File: src/hdl/rbc_pkg.sv
// Shared types, constants and helpers of the region brightness checker.
`default_nettype none
package rbc_pkg;

  localparam int PIX_W             = 8;
  localparam int WIN_W             = 10;
  localparam int MODE_W            = 3;
  localparam int LIM_W             = 16;
  localparam int RUN_W             = 16;
  localparam int MAX_REGION_PIXELS = 65536;
  localparam int CNT_W             = $clog2(MAX_REGION_PIXELS + 1);
  localparam int SUM_W             = $clog2(MAX_REGION_PIXELS * 255 + 1) + 1;
  localparam int QUO_BIT_W         = $clog2(PIX_W);
  localparam int CFG_IDX_W         = 2;
  localparam int CFG_DATA_W        = 16;
  localparam int Q_DEPTH           = 2;
  localparam int QPTR_W            = $clog2(Q_DEPTH);
  localparam int QCNT_W            = $clog2(Q_DEPTH + 1);

  typedef enum logic [MODE_W-1:0] {
    MODE_AVG_IN  = 3'd0,
    MODE_ALL_IN  = 3'd1,
    MODE_ONE_IN  = 3'd2,
    MODE_AVG_OUT = 3'd3,
    MODE_ALL_OUT = 3'd4,
    MODE_ONE_OUT = 3'd5
  } check_mode_e;

  typedef enum logic [CFG_IDX_W-1:0] {
    REG_WINDOW_LOW   = 2'd0,
    REG_WINDOW_HIGH  = 2'd1,
    REG_CHECK_MODE   = 2'd2,
    REG_REPEAT_LIMIT = 2'd3
  } cfg_idx_e;

  typedef enum logic [1:0] {
    BK_IDLE,
    BK_DIV,
    BK_DONE
  } back_state_e;

  typedef struct packed {
    logic signed [WIN_W-1:0] window_low;
    logic signed [WIN_W-1:0] window_high;
    logic [MODE_W-1:0]       check_mode;
    logic [LIM_W-1:0]        repeat_limit;
  } cfg_t;

  // One finished region, handed from the front to the back.
  typedef struct packed {
    logic [SUM_W-1:0]  sum;
    logic [CNT_W-1:0]  count;
    logic              decided;
    logic [PIX_W-1:0]  captured;
    logic [MODE_W-1:0] mode;
  } region_t;

  typedef struct packed {
    logic             verdict_ng;
    logic             raw_fail;
    logic [PIX_W-1:0] decisive_value;
    logic [RUN_W-1:0] miss_count;
  } result_t;

  // Window test on an unsigned brightness value; an empty window holds nothing.
  function automatic logic in_window(logic [PIX_W-1:0] v,
                                     logic signed [WIN_W-1:0] lo,
                                     logic signed [WIN_W-1:0] hi);
    logic signed [WIN_W:0] v_s;
    logic signed [WIN_W:0] lo_s;
    logic signed [WIN_W:0] hi_s;
    v_s  = $signed({{(WIN_W + 1 - PIX_W){1'b0}}, v});
    lo_s = {lo[WIN_W-1], lo};
    hi_s = {hi[WIN_W-1], hi};
    return (lo_s <= v_s) && (v_s <= hi_s);
  endfunction

endpackage
`default_nettype wire

File: src/hdl/rbc_pix_if.sv
// Pixel stream channel: valid/ready handshake with one pixel per transfer.
`default_nettype none
interface rbc_pix_if;
  logic                       valid;
  logic                       ready;
  logic [rbc_pkg::PIX_W-1:0]  pixel_value;
  logic                       last_pixel;

  modport source (output valid, output pixel_value, output last_pixel, input ready);
  modport sink   (input valid, input pixel_value, input last_pixel, output ready);
endinterface
`default_nettype wire

File: src/hdl/rbc_res_if.sv
// Result channel: valid/ready handshake with one region verdict per transfer.
`default_nettype none
interface rbc_res_if;
  logic                       valid;
  logic                       ready;
  logic                       verdict_ng;
  logic                       raw_fail;
  logic [rbc_pkg::PIX_W-1:0]  decisive_value;
  logic [rbc_pkg::RUN_W-1:0]  miss_count;

  modport source (output valid, output verdict_ng, output raw_fail,
                  output decisive_value, output miss_count, input ready);
  modport sink   (input valid, input verdict_ng, input raw_fail,
                  input decisive_value, input miss_count, output ready);
endinterface
`default_nettype wire

File: src/hdl/rbc_front.sv
// Front end: accumulates pixels of a region and tests each against the window.
`default_nettype none
module rbc_front (
  input  wire logic             clk_i,
  input  wire logic             rst_ni,
  input  wire rbc_pkg::cfg_t    cfg_i,
  rbc_pix_if.sink               pix_i,
  input  wire logic             q_full_i,
  output      logic             q_push_o,
  output      rbc_pkg::region_t q_data_o
);

  logic [rbc_pkg::SUM_W-1:0] sum_q, sum_d;
  logic [rbc_pkg::CNT_W-1:0] count_q, count_d;
  logic                      decided_q, decided_d;
  logic [rbc_pkg::PIX_W-1:0] captured_q, captured_d;
  logic                      accept;
  logic                      counting;
  logic                      in_win;
  logic                      decides;

  assign pix_i.ready = !q_full_i;
  assign accept      = pix_i.valid && pix_i.ready;
  assign counting    = count_q < rbc_pkg::CNT_W'(rbc_pkg::MAX_REGION_PIXELS);
  assign in_win      = rbc_pkg::in_window(pix_i.pixel_value, cfg_i.window_low,
                                          cfg_i.window_high);

  always_comb begin
    unique case (cfg_i.check_mode)
      rbc_pkg::MODE_ALL_IN, rbc_pkg::MODE_ONE_OUT: decides = !in_win;
      rbc_pkg::MODE_ONE_IN, rbc_pkg::MODE_ALL_OUT: decides = in_win;
      default:                                     decides = 1'b0;
    endcase
  end

  always_comb begin
    sum_d      = sum_q;
    count_d    = count_q;
    decided_d  = decided_q;
    captured_d = captured_q;
    // pixels past the region limit are dropped, but a flagged one still closes it
    if (counting) begin
      sum_d   = sum_q + rbc_pkg::SUM_W'(pix_i.pixel_value);
      count_d = count_q + rbc_pkg::CNT_W'(1);
      if (decides && !decided_q) begin
        decided_d  = 1'b1;
        captured_d = pix_i.pixel_value;
      end
    end
  end

  assign q_push_o          = accept && pix_i.last_pixel;
  assign q_data_o.sum      = sum_d;
  assign q_data_o.count    = count_d;
  assign q_data_o.decided  = decided_d;
  assign q_data_o.captured = captured_d;
  assign q_data_o.mode     = cfg_i.check_mode;

  always_ff @(posedge clk_i or negedge rst_ni) begin
    if (!rst_ni) begin
      sum_q      <= '0;
      count_q    <= '0;
      decided_q  <= 1'b0;
      captured_q <= '0;
    end else if (accept) begin
      captured_q <= captured_d;
      if (pix_i.last_pixel) begin
        sum_q     <= '0;
        count_q   <= '0;
        decided_q <= 1'b0;
      end else begin
        sum_q     <= sum_d;
        count_q   <= count_d;
        decided_q <= decided_d;
      end
    end
  end

endmodule
`default_nettype wire

File: src/hdl/rbc_queue.sv
// Short queue of finished regions between the front end and the back end.
`default_nettype none
module rbc_queue (
  input  wire logic             clk_i,
  input  wire logic             rst_ni,
  input  wire logic             push_i,
  input  wire rbc_pkg::region_t push_data_i,
  output      logic             full_o,
  input  wire logic             pop_i,
  output      rbc_pkg::region_t pop_data_o,
  output      logic             empty_o
);

  rbc_pkg::region_t             entry_q [rbc_pkg::Q_DEPTH];
  logic [rbc_pkg::QPTR_W-1:0]   wr_ptr_q, rd_ptr_q;
  logic [rbc_pkg::QCNT_W-1:0]   fill_q;
  logic                         do_push;
  logic                         do_pop;

  assign full_o     = fill_q == rbc_pkg::QCNT_W'(rbc_pkg::Q_DEPTH);
  assign empty_o    = fill_q == '0;
  assign do_push    = push_i && !full_o;
  assign do_pop     = pop_i && !empty_o;
  assign pop_data_o = entry_q[rd_ptr_q];

  function automatic logic [rbc_pkg::QPTR_W-1:0] next_ptr(logic [rbc_pkg::QPTR_W-1:0] p);
    return (p == rbc_pkg::QPTR_W'(rbc_pkg::Q_DEPTH - 1)) ? '0 : p + rbc_pkg::QPTR_W'(1);
  endfunction

  always_ff @(posedge clk_i or negedge rst_ni) begin
    if (!rst_ni) begin
      wr_ptr_q <= '0;
      rd_ptr_q <= '0;
      fill_q   <= '0;
    end else begin
      if (do_push) wr_ptr_q <= next_ptr(wr_ptr_q);
      if (do_pop)  rd_ptr_q <= next_ptr(rd_ptr_q);
      if (do_push && !do_pop)      fill_q <= fill_q + rbc_pkg::QCNT_W'(1);
      else if (do_pop && !do_push) fill_q <= fill_q - rbc_pkg::QCNT_W'(1);
    end
  end

  always_ff @(posedge clk_i) begin
    if (do_push) entry_q[wr_ptr_q] <= push_data_i;
  end

endmodule
`default_nettype wire

File: src/hdl/rbc_back.sv
// Back end: divides out the region average, applies the mode and repeat filter.
`default_nettype none
module rbc_back (
  input  wire logic             clk_i,
  input  wire logic             rst_ni,
  input  wire rbc_pkg::cfg_t    cfg_i,
  input  wire logic             q_empty_i,
  input  wire rbc_pkg::region_t q_data_i,
  output      logic             q_pop_o,
  rbc_res_if.source             res_o
);

  rbc_pkg::back_state_e           state_q, state_d;
  rbc_pkg::region_t               rec_q;
  logic [rbc_pkg::SUM_W-1:0]      rem_q;
  logic [rbc_pkg::PIX_W-1:0]      quo_q;
  logic [rbc_pkg::QUO_BIT_W-1:0]  bit_q;
  logic [rbc_pkg::RUN_W-1:0]      run_q, run_d;
  rbc_pkg::result_t               res_q, res_d;
  logic                           res_vld_q;
  logic                           load_rec;
  logic                           div_step;
  logic                           load_res;
  logic                           res_free;
  logic [rbc_pkg::SUM_W-1:0]      trial;
  logic                           take;
  logic [rbc_pkg::PIX_W-1:0]      avg;
  logic                           fail;
  logic                           reserved;
  logic [rbc_pkg::PIX_W-1:0]      decisive;
  logic [rbc_pkg::PIX_W-1:0]      pick;

  assign res_free = !res_vld_q || res_o.ready;

  // restoring division, one quotient bit per cycle; the average fits in a pixel
  assign trial = rbc_pkg::SUM_W'(rec_q.count) << bit_q;
  assign take  = rem_q >= trial;

  always_comb begin
    state_d  = state_q;
    load_rec = 1'b0;
    div_step = 1'b0;
    load_res = 1'b0;
    unique case (state_q)
      rbc_pkg::BK_IDLE: begin
        if (!q_empty_i) begin
          load_rec = 1'b1;
          state_d  = rbc_pkg::BK_DIV;
        end
      end
      rbc_pkg::BK_DIV: begin
        div_step = 1'b1;
        if (bit_q == '0) state_d = rbc_pkg::BK_DONE;
      end
      rbc_pkg::BK_DONE: begin
        if (res_free) begin
          load_res = 1'b1;
          state_d  = rbc_pkg::BK_IDLE;
        end
      end
      default: state_d = rbc_pkg::BK_IDLE;
    endcase
  end

  assign q_pop_o = load_rec;

  assign avg  = (rec_q.count == '0) ? '0 : quo_q;
  assign pick = rec_q.decided ? rec_q.captured : '0;

  always_comb begin
    fail     = 1'b0;
    reserved = 1'b0;
    decisive = '0;
    unique case (rec_q.mode)
      rbc_pkg::MODE_AVG_IN: begin
        decisive = avg;
        fail     = !rbc_pkg::in_window(avg, cfg_i.window_low, cfg_i.window_high);
      end
      rbc_pkg::MODE_AVG_OUT: begin
        decisive = avg;
        fail     = rbc_pkg::in_window(avg, cfg_i.window_low, cfg_i.window_high);
      end
      rbc_pkg::MODE_ALL_IN, rbc_pkg::MODE_ALL_OUT: begin
        decisive = pick;
        fail     = rec_q.decided;
      end
      rbc_pkg::MODE_ONE_IN, rbc_pkg::MODE_ONE_OUT: begin
        decisive = pick;
        fail     = !rec_q.decided;
      end
      default: reserved = 1'b1;
    endcase
  end

  always_comb begin
    run_d = run_q;
    if (!reserved) begin
      if (!fail)                                 run_d = '0;
      else if (run_q != {rbc_pkg::RUN_W{1'b1}}) run_d = run_q + rbc_pkg::RUN_W'(1);
    end
    res_d.verdict_ng     = !reserved && fail && (run_d >= cfg_i.repeat_limit);
    res_d.raw_fail       = fail;
    res_d.decisive_value = decisive;
    res_d.miss_count     = run_d;
  end

  always_ff @(posedge clk_i or negedge rst_ni) begin
    if (!rst_ni) begin
      state_q   <= rbc_pkg::BK_IDLE;
      run_q     <= '0;
      res_vld_q <= 1'b0;
    end else begin
      state_q <= state_d;
      if (load_res) begin
        run_q     <= run_d;
        res_vld_q <= 1'b1;
      end else if (res_o.ready) begin
        res_vld_q <= 1'b0;
      end
    end
  end

  always_ff @(posedge clk_i) begin
    if (load_rec) begin
      rec_q <= q_data_i;
      rem_q <= q_data_i.sum;
      quo_q <= '0;
      bit_q <= rbc_pkg::QUO_BIT_W'(rbc_pkg::PIX_W - 1);
    end
    if (div_step) begin
      if (take) begin
        rem_q        <= rem_q - trial;
        quo_q[bit_q] <= 1'b1;
      end
      bit_q <= bit_q - rbc_pkg::QUO_BIT_W'(1);
    end
    if (load_res) res_q <= res_d;
  end

  assign res_o.valid          = res_vld_q;
  assign res_o.verdict_ng     = res_q.verdict_ng;
  assign res_o.raw_fail       = res_q.raw_fail;
  assign res_o.decisive_value = res_q.decisive_value;
  assign res_o.miss_count     = res_q.miss_count;

endmodule
`default_nettype wire

File: src/hdl/region_brightness_check.sv
// Top level of the region brightness checker: configuration registers and wiring.
// Pixels are taken one per clock for as long as the region queue has room; the
// front end sums and window-tests each pixel as it arrives. When the flagged last
// pixel is taken, the region is queued and the back end loads it, runs the
// bit-serial average divider one quotient bit at a time, then evaluates into the
// output register once that register is free; the back end takes a new region
// only after finishing the last one. The two-entry region queue absorbs bursts
// of short regions; the pixel input stalls only while it is full. Write the
// configuration registers only while no region is in flight.
`default_nettype none
module region_brightness_check (
  input  wire logic                             clk_i,
  input  wire logic                             rst_ni,
  input  wire logic                             cfg_we_i,
  input  wire logic [rbc_pkg::CFG_IDX_W-1:0]    cfg_idx_i,
  input  wire logic [rbc_pkg::CFG_DATA_W-1:0]   cfg_data_i,
  rbc_pix_if.sink                               pix_i,
  rbc_res_if.source                             res_o
);

  rbc_pkg::cfg_t    cfg_q;
  rbc_pkg::region_t push_data;
  rbc_pkg::region_t pop_data;
  logic             push;
  logic             pop;
  logic             q_full;
  logic             q_empty;

  always_ff @(posedge clk_i or negedge rst_ni) begin
    if (!rst_ni) begin
      cfg_q.window_low   <= rbc_pkg::WIN_W'(0);
      cfg_q.window_high  <= rbc_pkg::WIN_W'(256);
      cfg_q.check_mode   <= rbc_pkg::MODE_AVG_IN;
      cfg_q.repeat_limit <= rbc_pkg::LIM_W'(1);
    end else if (cfg_we_i) begin
      unique case (cfg_idx_i)
        rbc_pkg::REG_WINDOW_LOW:   cfg_q.window_low   <= cfg_data_i[rbc_pkg::WIN_W-1:0];
        rbc_pkg::REG_WINDOW_HIGH:  cfg_q.window_high  <= cfg_data_i[rbc_pkg::WIN_W-1:0];
        rbc_pkg::REG_CHECK_MODE:   cfg_q.check_mode   <= cfg_data_i[rbc_pkg::MODE_W-1:0];
        rbc_pkg::REG_REPEAT_LIMIT: cfg_q.repeat_limit <= cfg_data_i[rbc_pkg::LIM_W-1:0];
        default: ;
      endcase
    end
  end

  rbc_front u_front (
    .clk_i    (clk_i),
    .rst_ni   (rst_ni),
    .cfg_i    (cfg_q),
    .pix_i    (pix_i),
    .q_full_i (q_full),
    .q_push_o (push),
    .q_data_o (push_data)
  );

  rbc_queue u_queue (
    .clk_i       (clk_i),
    .rst_ni      (rst_ni),
    .push_i      (push),
    .push_data_i (push_data),
    .full_o      (q_full),
    .pop_i       (pop),
    .pop_data_o  (pop_data),
    .empty_o     (q_empty)
  );

  rbc_back u_back (
    .clk_i     (clk_i),
    .rst_ni    (rst_ni),
    .cfg_i     (cfg_q),
    .q_empty_i (q_empty),
    .q_data_i  (pop_data),
    .q_pop_o   (pop),
    .res_o     (res_o)
  );

endmodule
`default_nettype wire

File: src/flat_wrapper.sv
// flat-port wrapper written by rule: the top's interface ports become plain ports
module region_brightness_check_flat 
  (clk_i, rst_ni, cfg_we_i, cfg_idx_i, cfg_data_i, pix_i_valid, pix_i_pixel_value, pix_i_last_pixel, pix_i_ready, res_o_valid, res_o_verdict_ng, res_o_raw_fail, res_o_decisive_value, res_o_miss_count, res_o_ready);
  rbc_pix_if pix_i_i ();
  rbc_res_if res_o_i ();
  input  wire logic clk_i;
  input  wire logic rst_ni;
  input  wire logic cfg_we_i;
  input  wire logic [rbc_pkg::CFG_IDX_W-1:0] cfg_idx_i;
  input  wire logic [rbc_pkg::CFG_DATA_W-1:0] cfg_data_i;
  input wire logic [$bits(pix_i_i.valid)-1:0] pix_i_valid;
  input wire logic [$bits(pix_i_i.pixel_value)-1:0] pix_i_pixel_value;
  input wire logic [$bits(pix_i_i.last_pixel)-1:0] pix_i_last_pixel;
  output wire logic [$bits(pix_i_i.ready)-1:0] pix_i_ready;
  output wire logic [$bits(res_o_i.valid)-1:0] res_o_valid;
  output wire logic [$bits(res_o_i.verdict_ng)-1:0] res_o_verdict_ng;
  output wire logic [$bits(res_o_i.raw_fail)-1:0] res_o_raw_fail;
  output wire logic [$bits(res_o_i.decisive_value)-1:0] res_o_decisive_value;
  output wire logic [$bits(res_o_i.miss_count)-1:0] res_o_miss_count;
  input wire logic [$bits(res_o_i.ready)-1:0] res_o_ready;
  assign pix_i_i.valid = pix_i_valid;
  assign pix_i_i.pixel_value = pix_i_pixel_value;
  assign pix_i_i.last_pixel = pix_i_last_pixel;
  assign pix_i_ready = pix_i_i.ready;
  assign res_o_valid = res_o_i.valid;
  assign res_o_verdict_ng = res_o_i.verdict_ng;
  assign res_o_raw_fail = res_o_i.raw_fail;
  assign res_o_decisive_value = res_o_i.decisive_value;
  assign res_o_miss_count = res_o_i.miss_count;
  assign res_o_i.ready = res_o_ready;
  region_brightness_check u_core (.clk_i(clk_i), .rst_ni(rst_ni), .cfg_we_i(cfg_we_i), .cfg_idx_i(cfg_idx_i), .cfg_data_i(cfg_data_i), .pix_i(pix_i_i), .res_o(res_o_i));
endmodule
File: config.mk
export PLATFORM = sky130hd
export DESIGN_NAME = region_brightness_check_flat
export DESIGN_NICKNAME = d
export VERILOG_FILES = /design/src/hdl/rbc_pkg.sv /design/src/hdl/rbc_pix_if.sv /design/src/hdl/rbc_res_if.sv /design/src/hdl/rbc_front.sv /design/src/hdl/rbc_queue.sv /design/src/hdl/rbc_back.sv /design/src/hdl/region_brightness_check.sv /design/src/flat_wrapper.sv
export SDC_FILE = /design/constraint.sdc
export NUM_CORES = 1
export LEC_CHECK = 0
export ABC_AREA = 1
export BUFFER_PORTS_ARGS = -buffer_cell sky130_fd_sc_hd__buf_4
export CAP_MARGIN = 20
export CELL_PAD_IN_SITES_DETAIL_PLACEMENT = 0
export CELL_PAD_IN_SITES_GLOBAL_PLACEMENT = 1
export CORE_ASPECT_RATIO = 1.2
export CORE_MARGIN = 10
export CORE_UTILIZATION = 39
export DETAILED_ROUTE_END_ITERATION = 10
export PLACE_DENSITY = 0.73
export SYNTH_ARGS = -nofsm -noshare
export SYNTH_HDL_FRONTEND = slang
export SYNTH_SLANG_ARGS = --single-unit
File: constraint.sdc
create_clock -name clk_i -period 9.2 [get_ports clk_i]
set_clock_uncertainty 0.05 [all_clocks]
set_input_delay 2.3 -clock clk_i [delete_from_list [all_inputs] [get_ports clk_i]]
set_output_delay 2.3 -clock clk_i [all_outputs]
set_load 0.01 [all_outputs]
# Word-level counts from Yosys, hierarchy flattened
# Memories as Yosys holds them, arrays and structs flattened.
# Index checks and enable logic that the tools add are counted.
[totals]
regBits = 204
word_cells = 152
ramBits = 108
in_bits = 32
memories = 1
[classes]
muxes = 44
bitwise_logic = 1
n_reduce_logical = 43
add_sub_neg = 9
n_eq_ne = 19
n_lt_le_gt_ge = 9
shift = 1
[memory_table]
columns = ["name", "words", "width", "rd", "rd_clocked_by_memory_dff", "wr", "line", "source"]
rows = [
  ["u_core.u_queue.entry_q", 2, 54, 1, 0, 1, "rbc_queue.sv:14", "rbc_pkg::region_t entry_q [rbc_pkg::Q_DEPTH];"],
]
[op_table]
columns = ["cell", "n"]
rows = [
  ["$mux W25", 5],
  ["$mux W8", 7],
  ["$mux W16", 3],
  ["$mux W17", 2],
  ["$add A25 B8 Y25", 1],
  ["$ge A25 B25 Y1", 1],
  ["$shl A17 B3 Y25", 1],
  ["$sub A25 B25 Y25", 1],
  ["$le A10 B9 Y1", 2],
  ["$le A9 B10 Y1", 2],
  ["$add A17 B1 Y17 const B", 1],
  ["$logic_not A17 Y1", 1],
  ["$lt A17 B17 Y1 const B", 1],
  ["$add A16 B1 Y16 const B", 1],
  ["$ge A16 B16 Y1", 1],
  ["$ne A16 B16 Y1 const B", 1],
  ["$pmux W8 S2", 1],
  ["$mux W1", 15],
  ["$eq A3 B3 Y1 const B", 4],
  ["$logic_and A1 B1 Y1", 12],
  ["$mux W2", 5],
  ["$reduce_or A2 Y1", 5],
  ["$eq A3 B2 Y1 const B", 3],
  ["$logic_not A1 Y1", 9],
  ["24 further kinds", 41],
]

# Longest topological paths before layout
# Gate-level depths: netlist of run 1.
[depth]
ltp_word = 10
depth_mapped = 29

# Hierarchy
# A second synthesis of run 1 with hierarchy kept.
[unflattened]
hier_cells = 2128
hier_area_um2 = 17541.8
[by_module_without_submodules]
columns = ["mod", "area_each_um2", "cells_each", "n_inst"]
rows = [
  ["rbc_back", 7747.4, 1061, 1],
  ["rbc_queue", 4155.2, 313, 1],
  ["rbc_front", 3998.8, 578, 1],
  ["region_brightness_check", 1640.3, 176, 1],
]

# Worst setup path before layout of run 1
# No wires, ideal clock.
[synth_path]
path_kind = "input-to-reg"
from = "input pix_i_valid"
to = "memory u_core.u_queue.entry_q[0][0] (netlist bit), enable pin"
stages = 5
slack_ns = 3.550
n_path_buf = 1
t_arrival_ns = 5.134
required_time_ns = 8.684
path_cell_list = "nand2_1 clkbuf_1 nor2_1 inv_1 nor2_1"
[synth_between]
elab_chain_len = 5
[synth_lines]
columns = ["element", "line", "source"]
rows = [
  ["from (decl)", "flat_wrapper.sv:11", "input wire logic [$bits(pix_i_i.valid)-1:0] pix_i_valid;"],
  ["$logic_and A1 B1 Y1", "rbc_front.sv:23", "assign accept = pix_i.valid && pix_i.ready;"],
  ["$logic_and A1 B1 Y1", "rbc_front.sv:52", "assign q_push_o = accept && pix_i.last_pixel;"],
  ["$logic_and A1 B1 Y1", "rbc_queue.sv:22", "assign do_push = push_i && !full_o;"],
  ["via u_core.u_queue.do_push", "rbc_queue.sv:17", "logic do_push;"],
  ["$mux W1", "rbc_queue.sv:44", "if (do_push) entry_q[wr_ptr_q] <= push_data_i;"],
  ["$mux W1 (not written as such)", "rbc_queue.sv:44", ""],
  ["to (decl)", "rbc_queue.sv:14", ""],
]
# The timed path passes the listed nets, and every way through them passes these cells.

==> results of run 1 <==
[state kept, by name (all words and copies together), names as in the netlist]
signal	cells
u_core.cfg_q	39
u_core.u_back.bit_q	3
u_core.u_back.quo_q	8
u_core.u_back.rec_q	29
u_core.u_back.rem_q	25
u_core.u_back.res_o.decisive_value	8
u_core.u_back.res_o.miss_count	16
u_core.u_back.res_o.raw_fail	1
u_core.u_back.res_o.valid	1
u_core.u_back.res_o.verdict_ng	1
u_core.u_back.run_q	16
u_core.u_back.state_q	2
u_core.u_front.captured_q	8
u_core.u_front.count_q	17
u_core.u_front.decided_q	1
u_core.u_front.sum_q	25
u_core.u_queue.entry_q	108
u_core.u_queue.fill_q	2
u_core.u_queue.rd_ptr_q	1
u_core.u_queue.wr_ptr_q	1
[placed cells by master, fill, tap and decap left out, types with 24 or more instances in the layout]
| cell | count |
|---|---|
| o22ai_1 | 24 |
| edfxtp_1 | 166 |
| dfrtp_1 | 111 |
| buf_4 | 69 |
| nand3_1 | 95 |
| dfxtp_1 | 33 |
| xor2_1 | 44 |
| nor2_1 | 128 |
| nand2_1 | 617 |
| a21oi_1 | 52 |
| o21ai_0 | 123 |
| inv_1 | 226 |
| nand4_1 | 25 |
| clkbuf_16 | 34 |
| ha_1 | 85 |
[Yosys cell counts, types with 4 or more instances]
library cell,count
dfrtp_1,111
o22ai_1,24
and2_1,11
nand3b_1,13
buf_1,7
a21oi_1,52
a22o_1,5
nand2_2,5
nand4_1,25
nor3_1,21
edfxtp_1,166
xnor2_1,15
o21a_1,4
nor4_1,9
a21o_1,5
xor2_1,44
ha_1,85
inv_1,227
clkbuf_1,39
a31oi_1,20
mux2i_1,4
buf_2,5
nand3_1,95
o21ai_0,123
o21ai_2,11
inv_2,4
nor2_2,8
o21ai_1,22
dfxtp_1,33
nand2_1,617
o21bai_1,9
nor2_1,131
[cells by family (layout without fill, tap and decap cells)]
logic type,Yosys count,in the layout,synth area share [%]
AND/OR/NAND/NOR,954,954,23.9
flip-flops,312,312,49.9
buffers and inverters,288,364,6.69
AO/OA/AOI/OAI,286,286,9.68
adder cells (fa/ha/maj),87,87,6.49
XOR/XNOR,59,59,3.04
multiplexers,6,6,0.368
[report_power, final]
| part | switching [mW] | leakage [nW] | internal (mW) |
|---|---|---|---|
| combinational | 2.14 | 4.89 | 1.07 |
| clock | 0.563 | 0.530 | 0.767 |
| sequential | 0.199 | 3.28 | 1.87 |
[final cells by class]
class / count / area [um^2] / share of cell area (%)
Clock inverter: 17 / 159 / 0.831
Inverter: 232 / 878 / 4.59
Clock buffer: 43 / 915 / 4.78
Multi-Input combinational cell: 1392 / 7410 / 38.8
Timing Repair Buffer: 72 / 588 / 3.08
Tap cell: 552 / 691 / 3.61
Sequential cell: 312 / 8480 / 44.3
[critical path, delay by kind of cell (launching register included)]
family	cells	cell delay, ns
buffers and inverters	3	0.50
adders and majority gates	2	0.60
DFF	1	0.41
and+or+nand+nor	16	2.74
AOI/OAI and AO/OA	3	0.40
[per-layer routing]
metal / wire (um) / track usage [%] / vias up / share of wire (%)
met3: 1380 / 2.05 / 58 / 3.1
met5: 0 / 0 / - / 0
met1: 20500 / 22.0 / 6165 / 47
met2: 21000 / 27.6 / 219 / 48
met4: 1040 / 5.18 / 0 / 2.4
li1: - / - / 6693 / -
[how the worst max path moves through the flow]
stage,start,endpoint,slack [ns]
5_1_grt,u_core.u_back.rec_q[27]$_DFFE_PP_,u_core.u_back.res_o.verdict_ng$_DFFE_PP_,3.80
3_3_place_gp,u_core.u_back.rec_q[27]$_DFFE_PP_,u_core.u_back.res_o.verdict_ng$_DFFE_PP_,4.33
2_1_floorplan,pix_i_valid,u_core.u_queue.entry_q[0][0]$_DFFE_PP_,3.55
4_1_cts,u_core.u_back.rec_q[27]$_DFFE_PP_,u_core.u_back.res_o.verdict_ng$_DFFE_PP_,4.25
3_5_place_dp,u_core.u_back.rec_q[27]$_DFFE_PP_,u_core.u_back.res_o.verdict_ng$_DFFE_PP_,4.26
6_report,u_core.u_back.rec_q[27]$_DFFE_PP_,u_core.u_back.res_o.verdict_ng$_DFFE_PP_,4.26
[metrics by stage]
step	setup slack, ns	std cells	power [mW]	utilization (%)	hold WS, ns
6_report	4.26	2620	6.61	44.5	0.430
4_1_cts	4.25	2618	6.65	44.4	0.428
5_1_grt	3.80	2620	7.16	44.5	0.455
3_5_place_dp	4.26	2558	5.28	41.9	0.413
3_3_place_gp	4.33	2557	5.24	41.8	0.411
2_1_floorplan	3.55	1992	4.47	-	0.377
==> results.json, run 1 <==
{
  "avgViaCountPerCell": 5.01,
  "worst-endpoint-required_ns": 9.43,
  "cpPeakStageDelay_ns": 0.46,
  "antenna_cells": 0,
  "ios": 60,
  "drtIter0Drc": 895,
  "cp_max_fo": 18,
  "syn_avg_cell_area_um2": 8.53,
  "netlist_area_um2": 17000,
  "critical_path_class": "reg -> reg",
  "tightest_slew_ns": 1.02,
  "critPathSlowestCell": "nand4_2",
  "die_w_um": 211,
  "place.detailed.hpwl_um": 32600,
  "reg2reg_slack_ns": 4.26,
  "cp_cell_sequence": "nor2_1, nand3_1, nor4_1, nand4_1, nand2_1, inv_1, ha_1, nand2_1, nor2_1, nand3_1, nand4_1, nand2_1, nand3b_1, nand4_2, inv_2, nor2_1, ha_1, a21oi_1, o21a_1, o221ai_1, nand2_1, nand3_1, nand2_1, inv_1",
  "stdcell_area_um2": 19100,
  "setup_viol": 0,
  "setup_tns_ns": 0,
  "nets": 2163,
  "syn_to_final_growth_pct": 12.4,
  "antenna_found_initial": 0,
  "hold_path.class": "reg -> reg",
  "slew_viol_final": 0,
  "wl_per_cell_um": 16.7,
  "ys_seq_elements": 312,
  "min_from": "u_core.u_back.quo_q[7]$_DFF_P_",
  "synth_edf_count": 166,
  "timing.rr.start": "u_core.u_back.rec_q[27]$_DFFE_PP_",
  "slew_headroom_pct": 31.9,
  "gp_congestion": 0.843,
  "endpoint_kind": "register",
  "status": "finished, final reports clean",
  "cts_buffers": 34,
  "routed_wl_um": 43900,
  "die_h_um": 249,
  "post-route-period-util_pct": 53.7,
  "maxCapViolations": 0,
  "dieArea_um2": 52400,
  "rsz0062_at_grt": "no",
  "detail-route-antenna-nets": 0,
  "synth_area_leaders": "edfxtp_1 (29%), dfrtp_1 (16%), nand2_1 (14%)",
  "numClockSinks": 312,
  "layout-drive-gt1-share_pct": 8.75,
  "cts_hold_buf": 0,
  "coreArea_um2": 43000,
  "synth-seq-area-share_pct": 49.9,
  "io_buffers": 59,
  "synth_top_area_cell": "edfxtp_1",
  "synth_top_area_share_pct": 29.3,
  "grt_usage_pct": 16.6,
  "hold_path_end": "u_core.u_back.quo_q[7]$_DFF_P_",
  "rr_endpoint": "u_core.u_back.res_o.verdict_ng$_DFFE_PP_",
  "tritoncts": "built",
  "cp.arrival_ns": 5.17,
  "cts_setup_buffers": 0,
  "grt_max_degree": 76,
  "h-tree-depth": 2,
  "root_buffer": "clkbuf_16",
  "rows": 83,
  "first_pass_iters": 5,
  "cts_resized": 0,
  "clk_path_buf_depth": 3,
  "drc_errors": 0,
  "finalHoldViolCount": 0,
  "cpMostUsedCell": "nand2_1",
  "synthFlopType": "edfxtp_1",
  "max_freq_mhz": 202,
  "synth_cells": 1992,
  "p_leak_nw": 8.70,
  "clkTransAtPathRegs_ns": 0.06,
  "irDropWorstVdd_mv": 0.155,
  "synth.distinct_cells": 56,
  "whs_path_depth": 2,
  "initial_core_util_pct": 39.5,
  "placedInstanceArea_um2": 18000,
  "synthArstFlopShare_pct": 36.2,
  "num_vias": 13135,
  "yosysWarnings": 0,
  "clk_latency_ns": 0.52,
  "grt_pass1_vias": 12760,
  "overflow": 0,
  "min_period_ns": 4.94,
  "r2r_cells": 24,
  "worst_setup_path_start_kind": "register",
  "grt_pass1_wl_um": 70100,
  "synth_nets": 2111,
  "nFillCells": 4314,
  "power_density_nw_per_um2": 346
}
Note: power is estimated with default switching activity, not from simulation.
==> run 2, diff against run 1 <==
Clock period 9.2 ns to 4.6 ns, I/O delays scaled along.
==> results.json, run 2 (same netlist as run 1, synthesis figures left out) <==
{
  "status": "finished, final reports clean",
  "nFillCells": 4266,
  "die_h_um": 249,
  "utilization_pct": 45.0,
  "die_w_um": 211,
  "slew_viol_final": 0,
  "power_density_nw_per_um2": 701,
  "maxCapViolations": 0,
  "critical_path_class": "reg -> reg",
  "timing.final.ws_setup_ns": 0.504,
  "cp_max_fo": 17,
  "post-route-period-util_pct": 89.1,
  "wl_per_cell_um": 16.7,
  "grt_usage_pct": 16.7,
  "grt_pass1_wl_um": 70300,
  "clk_latency_ns": 0.53,
  "layoutNonFillerInstCount": 2639,
  "initial_core_util_pct": 39.5,
  "r2r_cells": 25,
  "first_pass_iters": 5,
  "setup_viol": 0,
  "stdcell_area_um2": 19300,
  "max_freq_mhz": 244,
  "regMostFlops": "u_core.u_queue.entry_q",
  "avgViaCountPerCell": 4.99,
  "design_power_total_mw": 13.5,
  "critPathSlowestCell": "edfxtp_1",
  "worst_setup_path_start_kind": "register",
  "place_inst": 2573,
  "hold_ws_ns": 0.426,
  "top_regs": "u_core.u_queue.entry_q (108), u_core.cfg_q (39), u_core.u_back.rec_q (29)",
  "grt_max_degree": 61,
  "p_leak_nw": 8.82,
  "largest_reg_flops": 108,
  "root_buffer": "clkbuf_16",
  "placedInstanceArea_um2": 18100,
  "final_common_cell": "nand2_1",
  "finalHoldViolCount": 0,
  "setup_tns_ns": 0,
  "ios": 60,
  "cts_hold_buf": 0,
  "detail-route-antenna-nets": 0,
  "syn_to_final_growth_pct": 13.7,
  "h-tree-depth": 2,
  "pre_cts_ws_ns": 0.493,
  "cpMostUsedCell": "nand2_1",
  "cts_buffers": 36,
  "layout-drive-gt1-share_pct": 9.54,
  "rsz0062_at_grt": "no",
  "grt_pass1_vias": 12903,
  "whs_path_depth": 2,
  "nets": 2179,
  "tritoncts": "built",
  "reg2reg_slack_ns": 0.50,
  "slew_headroom_pct": 36.2,
  "tightest_slew_ns": 0.953,
  "antenna_cells": 0,
  "endpoint_kind": "register",
  "rr_endpoint": "u_core.u_back.res_o.verdict_ng$_DFFE_PP_",
  "cpPeakStageDelay_ns": 0.41,
  "coreArea_um2": 43000,
  "min_from": "u_core.u_front.captured_q[1]$_DFFE_PN0P_",
  "rows": 83,
  "clkTransAtPathRegs_ns": 0.06,
  "dieArea_um2": 52400,
  "cts_resized": 0,
  "routed_wl_um": 44100,
  "io_buffers": 59,
  "cp.arrival_ns": 4.33,
  "gp_congestion": 0.836,
  "timing.rr.start": "u_core.u_back.rec_q[27]$_DFFE_PP_",
  "place.detailed.hpwl_um": 33400,
  "overflow": 0,
  "hold_path.class": "reg -> reg",
  "clk_path_buf_depth": 3,
  "min_period_ns": 4.10,
  "drtIter0Drc": 751,
  "antenna_found_initial": 0,
  "layout_common_cells": "nand2_1 (617), inv_1 (226), edfxtp_1 (166), nor2_1 (128), o21ai_0 (123)",
  "num_vias": 13174,
  "numClockSinks": 312,
  "irDropWorstVdd_mv": 0.273,
  "hold_path_end": "u_core.u_front.captured_q[1]$_DFFE_PN0P_",
  "drc_errors": 0,
  "worst-endpoint-required_ns": 4.83,
  "cts_setup_buffers": 0
}
-- run 2: cell count changes in the layout (fill, tap and decap cells not counted) --
cell       delta
clkbuf_16     +4
buf_16        -2
clkinv_2      +2
bufinv_16     +2
buf_4        +14
buf_12        +2
inv_8         -1
clkbuf_8      -2
clkbuf_1      +1
clkinv_4      -1
-- run 2: worst max path at each step --
stage | from | end | slack (ns) | depth (start not counted)
after detailed placement | u_core.u_back.rec_q[27]$_DFFE_PP_ | u_core.u_back.res_o.verdict_ng$_DFFE_PP_ | 0.49 | 25
after global placement | u_core.u_back.rec_q[27]$_DFFE_PP_ | u_core.u_back.res_o.verdict_ng$_DFFE_PP_ | 0.56 | 26
final | u_core.u_back.rec_q[27]$_DFFE_PP_ | u_core.u_back.res_o.verdict_ng$_DFFE_PP_ | 0.50 | 25
after global routing | u_core.u_back.rec_q[27]$_DFFE_PP_ | u_core.u_back.res_o.verdict_ng$_DFFE_PP_ | 0.11 | 25
after CTS | u_core.u_back.rec_q[27]$_DFFE_PP_ | u_core.u_back.res_o.verdict_ng$_DFFE_PP_ | 0.46 | 25
after floorplan | pix_i_valid | u_core.u_queue.entry_q[0][0]$_DFFE_PP_ | 0.1 | 5
-- run 2: critical path: cells and delay by family, from the launching register on --
family          cells  cell delay, ns
simple gates       14            1.69
fa+ha+maj           2            0.58
buf+inv             5            0.56
compound gates      4            0.56
flops               1            0.41
-- run 2: layout make-up --
class / instances / area [um^2] / share of cell area [%]
Clock inverter: 19 / 209 / 1.08
Timing Repair Buffer: 86 / 678 / 3.51
Multi-Input combinational cell: 1392 / 7410 / 38.3
Inverter: 232 / 878 / 4.54
Tap cell: 552 / 691 / 3.57
Clock buffer: 46 / 991 / 5.13
Sequential cell: 312 / 8480 / 43.8
-- run 2: power by group --
group,switching [mW],internal [mW],leakage [nW]
registers,0.335,3.75,3.28
logic,4.34,2.23,4.95
clock network,1.15,1.75,0.592
-- run 2: per-layer routing --
layer,wire [um],track usage [%],vias up,part of all wire (%)
met5,0,0,-,0
met4,937,4.71,0,2.1
met3,1580,1.87,56,3.6
met2,21200,27.9,202,48
met1,20400,22.3,6184,46
li1,-,-,6732,-
